[config.mk]
export PLATFORM = sky130hd
export DESIGN_NAME = directional_nearest_seek_scheduler
export DESIGN_NICKNAME = d
export VERILOG_FILES = /design/src/hw/rtl/dnss_pkg.sv /design/src/hw/rtl/dnss_cell.sv /design/src/hw/rtl/directional_nearest_seek_scheduler.sv
export SDC_FILE = /design/constraint.sdc
export NUM_CORES = 2
export LEC_CHECK = 0
export ABC_CLOCK_PERIOD_IN_PS = 80100
export BUFFER_PORTS_ARGS = -buffer_cell sky130_fd_sc_hd__buf_2
export CAP_MARGIN = 20
export CORE_ASPECT_RATIO = 1.5
export CORE_MARGIN = 4
export CORE_UTILIZATION = 45
export CTS_BUF_LIST = sky130_fd_sc_hd__clkbuf_4 sky130_fd_sc_hd__clkbuf_8 sky130_fd_sc_hd__clkbuf_16
export CTS_CLUSTER_SIZE = 20
export DETAILED_ROUTE_END_ITERATION = 16
export SETUP_SLACK_MARGIN = 0.02
export SLEW_MARGIN = 20
export SYNTH_ARGS = -nofsm -noshare
export SYNTH_HDL_FRONTEND = slang
export SYNTH_SLANG_ARGS = --single-unit
export TNS_END_PERCENT = 50
[constraint.sdc]
create_clock -name clk -period 80.1 [get_ports clk]
set_input_delay 12.015 -clock clk [delete_from_list [all_inputs] [get_ports clk]]
set_output_delay 12.015 -clock clk [all_outputs]
set_load 0.02 [all_outputs]
[src/hw/rtl/dnss_pkg.sv]
package dnss_pkg;

  localparam int unsigned StartBits = 48;
  localparam int unsigned CountBits = 16;
  localparam int unsigned SlotBits  = 5;

  typedef enum logic [1:0] {
    STATUS_ADDED      = 2'd0,
    STATUS_FULL       = 2'd1,
    STATUS_DISPATCHED = 2'd2,
    STATUS_EMPTY      = 2'd3
  } status_t;

  localparam logic KIND_ADD      = 1'b0;
  localparam logic KIND_DISPATCH = 1'b1;

  typedef struct packed {
    logic                 kind;
    logic [StartBits-1:0] start_sector;
    logic [CountBits-1:0] sector_count;
  } cmd_t;

  typedef struct packed {
    status_t              status;
    logic [StartBits-1:0] chosen_sector;
    logic [CountBits-1:0] chosen_count;
    logic [SlotBits-1:0]  slot_index;
  } result_t;

endpackage

[src/hw/rtl/dnss_cell.sv]
// One table slot. On a rotate it takes its left neighbor's entry, so the
// whole table circulates past the comparator at the head of the chain.
module dnss_cell #(
  parameter int unsigned SECTOR_BITS = 48
) (
  input  logic                   clk,
  input  logic                   rst,
  input  logic                   shift,
  input  logic                   load,
  input  logic                   load_valid,
  input  logic [SECTOR_BITS-1:0] load_start,
  input  logic [15:0]            load_len,
  input  logic                   prev_valid,
  input  logic [SECTOR_BITS-1:0] prev_start,
  input  logic [15:0]            prev_len,
  output logic                   valid,
  output logic [SECTOR_BITS-1:0] start,
  output logic [15:0]            len
);
  always_ff @(posedge clk) begin
    if (rst) begin
      valid <= 1'b0;
    end else if (load) begin
      valid <= load_valid;
    end else if (shift) begin
      valid <= prev_valid;
    end
    if (load) begin
      start <= load_start;
      len   <= load_len;
    end else if (shift) begin
      start <= prev_start;
      len   <= prev_len;
    end
  end
endmodule

[src/hw/rtl/directional_nearest_seek_scheduler.sv]
// Channel  | Ports                  | Handshake
// command  | start, busy, cmd       | accepted when start high and busy low
// result   | done, result           | one-cycle strobe, cannot be stalled
//
// An add rotates the slot chain once, as does a dispatch on an empty table. A dispatch scans
// one rotation, a second one after a direction flip when nothing lies ahead, then rotates
// once more to free the chosen slot. done is high in the first cycle that busy is low again,
// so the next word can be accepted in that same cycle. Reset is synchronous, empties the
// table and parks the head at zero facing forward. The result side never stalls.
module directional_nearest_seek_scheduler #(
  parameter int unsigned TABLE_DEPTH = 32,
  parameter int unsigned SECTOR_BITS = 48
) (
  input  logic               clk,
  input  logic               rst,
  input  logic               start,
  input  dnss_pkg::cmd_t     cmd,
  output logic               busy,
  output logic               done,
  output dnss_pkg::result_t  result
);
  localparam int unsigned IdxBits = (TABLE_DEPTH > 1) ? $clog2(TABLE_DEPTH) : 1;
  localparam logic [SECTOR_BITS-1:0] TopSector = '1;

  typedef enum logic [4:0] {
    ST_IDLE  = 5'b00001,
    ST_ADD   = 5'b00010,
    ST_SCAN  = 5'b00100,
    ST_TAKE  = 5'b01000,
    ST_DONE  = 5'b10000
  } state_t;

  state_t state;
  logic [IdxBits-1:0] pos;       // slot number now at cell 0
  logic               pass2;
  logic               kind;
  logic [SECTOR_BITS-1:0] new_start;
  logic [15:0]        new_len;
  logic [SECTOR_BITS-1:0] head;
  logic               fwd;
  logic               found, any, done_add;
  logic [IdxBits-1:0] best, lowest, free_slot;
  logic [SECTOR_BITS-1:0] best_dist;

  logic                   c_valid [TABLE_DEPTH];
  logic [SECTOR_BITS-1:0] c_start [TABLE_DEPTH];
  logic [15:0]            c_len   [TABLE_DEPTH];
  logic                   shift;
  logic                   w_en, w_valid;
  logic [SECTOR_BITS-1:0] w_start;
  logic [15:0]            w_len;

  assign busy = (state != ST_IDLE);

  // On a shift the entry of cell 0 moves into the last cell, so a write to the slot now at
  // cell 0 is made by loading the last cell instead.
  for (genvar g = 0; g < TABLE_DEPTH; g++) begin : g_cell
    localparam int unsigned P = (g + 1) % TABLE_DEPTH;
    dnss_cell #(.SECTOR_BITS(SECTOR_BITS)) u_cell (
      .clk, .rst, .shift,
      .load       (w_en && (g == TABLE_DEPTH - 1)),
      .load_valid (w_valid),
      .load_start (w_start),
      .load_len   (w_len),
      .prev_valid (c_valid[P]),
      .prev_start (c_start[P]),
      .prev_len   (c_len[P]),
      .valid      (c_valid[g]),
      .start      (c_start[g]),
      .len        (c_len[g])
    );
  end

  // Comparator on cell 0.
  logic ahead;
  logic [SECTOR_BITS-1:0] gap;
  always_comb begin
    ahead = c_valid[0] && (fwd ? (c_start[0] > head) : (c_start[0] < head));
    gap   = fwd ? (c_start[0] - head) : (head - c_start[0]);
  end

  logic last;
  assign last  = (pos == IdxBits'(TABLE_DEPTH - 1));
  assign shift = (state == ST_ADD) || (state == ST_SCAN) || (state == ST_TAKE);

  always_comb begin
    w_en    = 1'b0;
    w_valid = 1'b0;
    w_start = new_start;
    w_len   = new_len;
    if (state == ST_ADD && !done_add && !c_valid[0]) begin
      w_en = 1'b1; w_valid = 1'b1;
    end
    if (state == ST_TAKE && pos == best) begin
      w_en = 1'b1; w_valid = 1'b0;
      w_start = c_start[0];
      w_len   = c_len[0];
    end
  end

  logic [SECTOR_BITS:0] endsum;
  assign endsum = {1'b0, c_start[0]} + {{(SECTOR_BITS-16+1){1'b0}}, c_len[0]};

  always_ff @(posedge clk) begin
    if (rst) begin
      state <= ST_IDLE;
      head  <= '0;
      fwd   <= 1'b1;
      done  <= 1'b0;
    end else begin
      done <= 1'b0;
      unique case (state)
        ST_IDLE: begin
          if (start) begin
            kind      <= cmd.kind;
            new_start <= SECTOR_BITS'(cmd.start_sector);
            new_len   <= cmd.sector_count;
            pos <= '0; pass2 <= 1'b0;
            found <= 1'b0; any <= 1'b0; done_add <= 1'b0;
            state <= (cmd.kind == dnss_pkg::KIND_ADD) ? ST_ADD : ST_SCAN;
          end
        end
        ST_ADD: begin
          if (w_en) begin
            done_add <= 1'b1;
            free_slot <= pos;
          end
          pos <= last ? '0 : pos + 1'b1;
          if (last) state <= ST_DONE;
        end
        ST_SCAN: begin
          if (c_valid[0] && !any) begin
            any <= 1'b1; lowest <= pos;
          end
          if (ahead && (!found || gap < best_dist)) begin
            found <= 1'b1; best <= pos; best_dist <= gap;
          end
          pos <= last ? '0 : pos + 1'b1;
          if (last) begin
            if (!(any || c_valid[0])) begin
              state <= ST_DONE;
            end else if (found || ahead) begin
              state <= ST_TAKE;
            end else if (!pass2) begin
              pass2 <= 1'b1; fwd <= !fwd;
            end else begin
              best  <= lowest;
              state <= ST_TAKE;
            end
          end
        end
        ST_TAKE: begin
          if (pos == best) begin
            result.chosen_sector <= dnss_pkg::StartBits'(c_start[0]);
            result.chosen_count  <= c_len[0];
            head <= endsum[SECTOR_BITS] ? TopSector : endsum[SECTOR_BITS-1:0];
          end
          pos <= last ? '0 : pos + 1'b1;
          if (last) state <= ST_DONE;
        end
        ST_DONE: begin
          done  <= 1'b1;
          state <= ST_IDLE;
          if (kind == dnss_pkg::KIND_ADD) begin
            result.status <= done_add ? dnss_pkg::STATUS_ADDED : dnss_pkg::STATUS_FULL;
            result.chosen_sector <= '0;
            result.chosen_count  <= '0;
            result.slot_index <= done_add ? dnss_pkg::SlotBits'(free_slot) : '0;
          end else if (!any) begin
            result.status <= dnss_pkg::STATUS_EMPTY;
            result.chosen_sector <= '0;
            result.chosen_count  <= '0;
            result.slot_index <= '0;
            head <= fwd ? TopSector : '0;
            fwd  <= !fwd;
          end else begin
            result.status <= dnss_pkg::STATUS_DISPATCHED;
            result.slot_index <= dnss_pkg::SlotBits'(best);
          end
        end
        default: state <= ST_IDLE;
      endcase
    end
  end
endmodule

==> results.md <==
* Result of the run: finished clean
* Final ANT Viol Nets at 0
* Setup repair after global routing missed its margin: false
* Max Fanout on Critical Path at 5
* Avg Vias per Cell at 5.16
* Register bit count reported by yosys at 2343
* Total wire length at 141 mm
* Syn_nets at 4235
* DP Cell Count at 6378
* Number of violations reported at the end of detailed-routing iteration 0 at 2907
* Final-stage net count at 4523
* Static Leak at 0.0298 uW
* Gate Count Post-Synth at 4004
* Vias in the first global route at 34879
* Fraction of final layout cells sized beyond drive strength 1 at 0.144
* GRT Overall Usage at 0.152
* Register Area at 69500 um^2
* Number of iterations in the first detailed-routing pass at 7
* Slack of the worst reg-to-reg path at 71.92 ns
* Origin of the critical flop-to-flop path: state[0]$_SDFFE_PP1P_
* Die area at 186000 um^2
* Power Dens Cells at 32.2 nW/um^2
* Part of the Yosys area used for sequential elements at 0.864
* Required time of the worst setup path at 68.08 ns
* Min Clock Period, post-route at 14.45 ns
* Global-route wire length before repair at 215 mm
* Height of the die at 526 um
* DRC violation count after routing at 0
* Combined area of the multi-input logic cells at 9880 um^2
* Maximum level of the CTS H-tree at 4
* Standard cell core area at 177000 um^2
* Area added between synthesis and finish at 12.6%
* Synth cell types at 76
* Post-CTS setup-driven buffer insertion count at 0
* Synthesis Warnings at 0
* Post-synth EDFFs at 2256
* Leading cell types in the layout, fill and taps excluded: edfxtp_1 (2256), clkbuf_16 (203), a21oi_1 (186), inv_1 (176), ha_1 (160)
* Critical path launch point type: flop
* Commonest non-fill, non-tap cell in the layout: edfxtp_1
* Number of gates given a new drive strength after cts at 0
* Cell at the root of the clock tree: clkbuf_16
* Setup TNS Final at 0 ns
* Per-cell routed wire length at 20.9 um
* Hold_buf cts at 0
* Number of buffers inserted during clock tree synthesis at 202
* Via count at 34866
* RD Place Congestion at 0.900
* Number of fill cells at 13971
* Main flop type after synthesis: edfxtp_1
* Later-pin clock latency in the skew report at 0.84 ns
* Post-synthesis instance area at 80400 um^2
* Half-perimeter wire length after detailed placement at 86.3 mm
* Slew at the pin with the worst max-slew slack at 1.15 ns
* Initial core utilization at 0.454
* Max Root-Sink Buffers at 3
* Max-cap violation count at 0
* Max Freq at 69.2 MHz
* Share of flip-flops with an asynchronous set or reset after synthesis at 0
* Final hold viol count at 0
* Worst min path class: flop to flop
* Buffers on Ports at 140
* Overflow left after global routing at 0
* Worst Path Class, Setup: flop to primary output
* Top-level port count at 141
* Critical path launch point: state[1]$_SDFFE_PP0P_
* Initial antenna violation count at 19
* Sink Count at 2343
* Final setup fails at 0
* Clock tree from TritonCTS: built
* VDD IR-drop max at 0.0227 mV
* Clock transition at the registers of the reported paths at 0.06 ns
* Arrival time of the worst setup path at 2.43 ns
* Maximum number of pins on one net before global-route repair at 248
* Post-route clock skew at 0.0564 ns
* Horizontal extent of the die at 353 um
* Floorplan row count at 189
* Critical hold path startpoint: g_cell[29].u_cell.start[47]$_DFFE_PN_
* Average size of a mapped cell at 20.1 um^2
* Final worst path period share at 0.180
* Final-report max-slew violation count at 0
* Post-route non-filler standard cell count at 6755
* Type of destination of the critical path: primary output
* Tightest slew margin relative to the limit at 0.221
==> path summary, 6_finish.rpt <==
check,to,depth (start not counted)
min reg2reg,g_cell[28].u_cell.start[47]$_DFFE_PN_,0
max,busy,4
max reg2reg,g_cell[22].u_cell.start[8]$_DFFE_PN_,12
min,g_cell[28].u_cell.start[47]$_DFFE_PN_,0
==> through the flow <==
stage	total power (uW)	hold WS [ns]	utilization	instance area (um^2)	worst slack [ns]
floorplan	2470	0.400	-	80400	22.09
global placement	1980	0.401	0.474	83900	65.77
detailed placement	2000	0.405	0.474	83900	65.64
CTS	2960	0.375	0.511	90500	65.58
global route	3050	0.382	0.511	90500	65.22
finish	2920	0.380	0.511	90500	65.65
==> Yosys cell counts (14+ instances only) <==
| master | number | area share |
|---|---|---|
| nand2_1 | 155 | 0.0072 |
| ha_1 | 160 | 0.025 |
| nor3_1 | 19 | 0.0012 |
| edfxtp_1 | 2256 | 0.84 |
| o211ai_1 | 17 | 0.0016 |
| dfxtp_1 | 87 | 0.022 |
| inv_1 | 177 | 0.0083 |
| nand4_1 | 42 | 0.0033 |
| a21o_1 | 63 | 0.0059 |
| nor2_1 | 149 | 0.0070 |
| xnor2_1 | 65 | 0.0071 |
| xor2_1 | 27 | 0.0029 |
| nor2b_1 | 14 | 0.0011 |
| nand3_1 | 22 | 0.0014 |
| buf_2 | 14 | 0.00087 |
| a221oi_2 | 22 | 0.0041 |
| o21ai_0 | 96 | 0.0060 |
| and2_1 | 20 | 0.0016 |
| clkbuf_1 | 76 | 0.0035 |
| mux2_2 | 76 | 0.011 |
| a211oi_1 | 27 | 0.0025 |
| a31oi_1 | 21 | 0.0016 |
| o21bai_1 | 22 | 0.0021 |
| a21oi_1 | 187 | 0.012 |
==> logic make-up after synthesis <==
family	count (synthesis)	synth area share
DFF	2343	0.864
AOI/OAI and AO/OA	560	0.0467
and+or+nand+nor	484	0.0281
buffers and inverters	276	0.0133
adders and majority gates	163	0.0256
xor gates and xnor gates	92	0.0100
muxes	86	0.0119
==> critical path, cell delays in order, from the launching register on <==
cell and delay, ns:
dfxtp_1 0.35, nor2_1 0.16, nor4bb_1 0.66, inv_1 0.19, buf_2 0.24
==> final cells by class <==
type	instances	area share
multi-input cells	1385	0.109
well taps	2292	0.0317
repair buffers	181	0.0121
inverters	179	0.00753
clock inverters	122	0.0121
flip-flops and latches	2343	0.767
clock buffers	248	0.0599
diodes	5	0.000138
==> registers in the layout (all words and copies together), names as in the netlist, 16 cells and up <==
| signal | cells |
|---|---|
| g_cell.u_cell.start | 1536 |
| g_cell.u_cell.len | 512 |
| result | 71 |
| best_dist | 48 |
| head | 48 |
| new_start | 48 |
| g_cell.u_cell.valid | 32 |
| new_len | 16 |
==> report_power, final <==
part	internal [uW]	switching, uW	total [uW]
clock network	514	437	951
logic	60.0	202	262
registers	1640	68.6	1700
total	2210	708	2920
==> routing by layer <==
metal,global-route usage,routed length (um),vias up
met4,0.0608,5400,4
met3,0.0319,7070,301
met2,0.221,62500,805
li1,-,-,16066
met5,0,24,-
met1,0.225,66300,17690
Power figures use the tool's default switching activity.
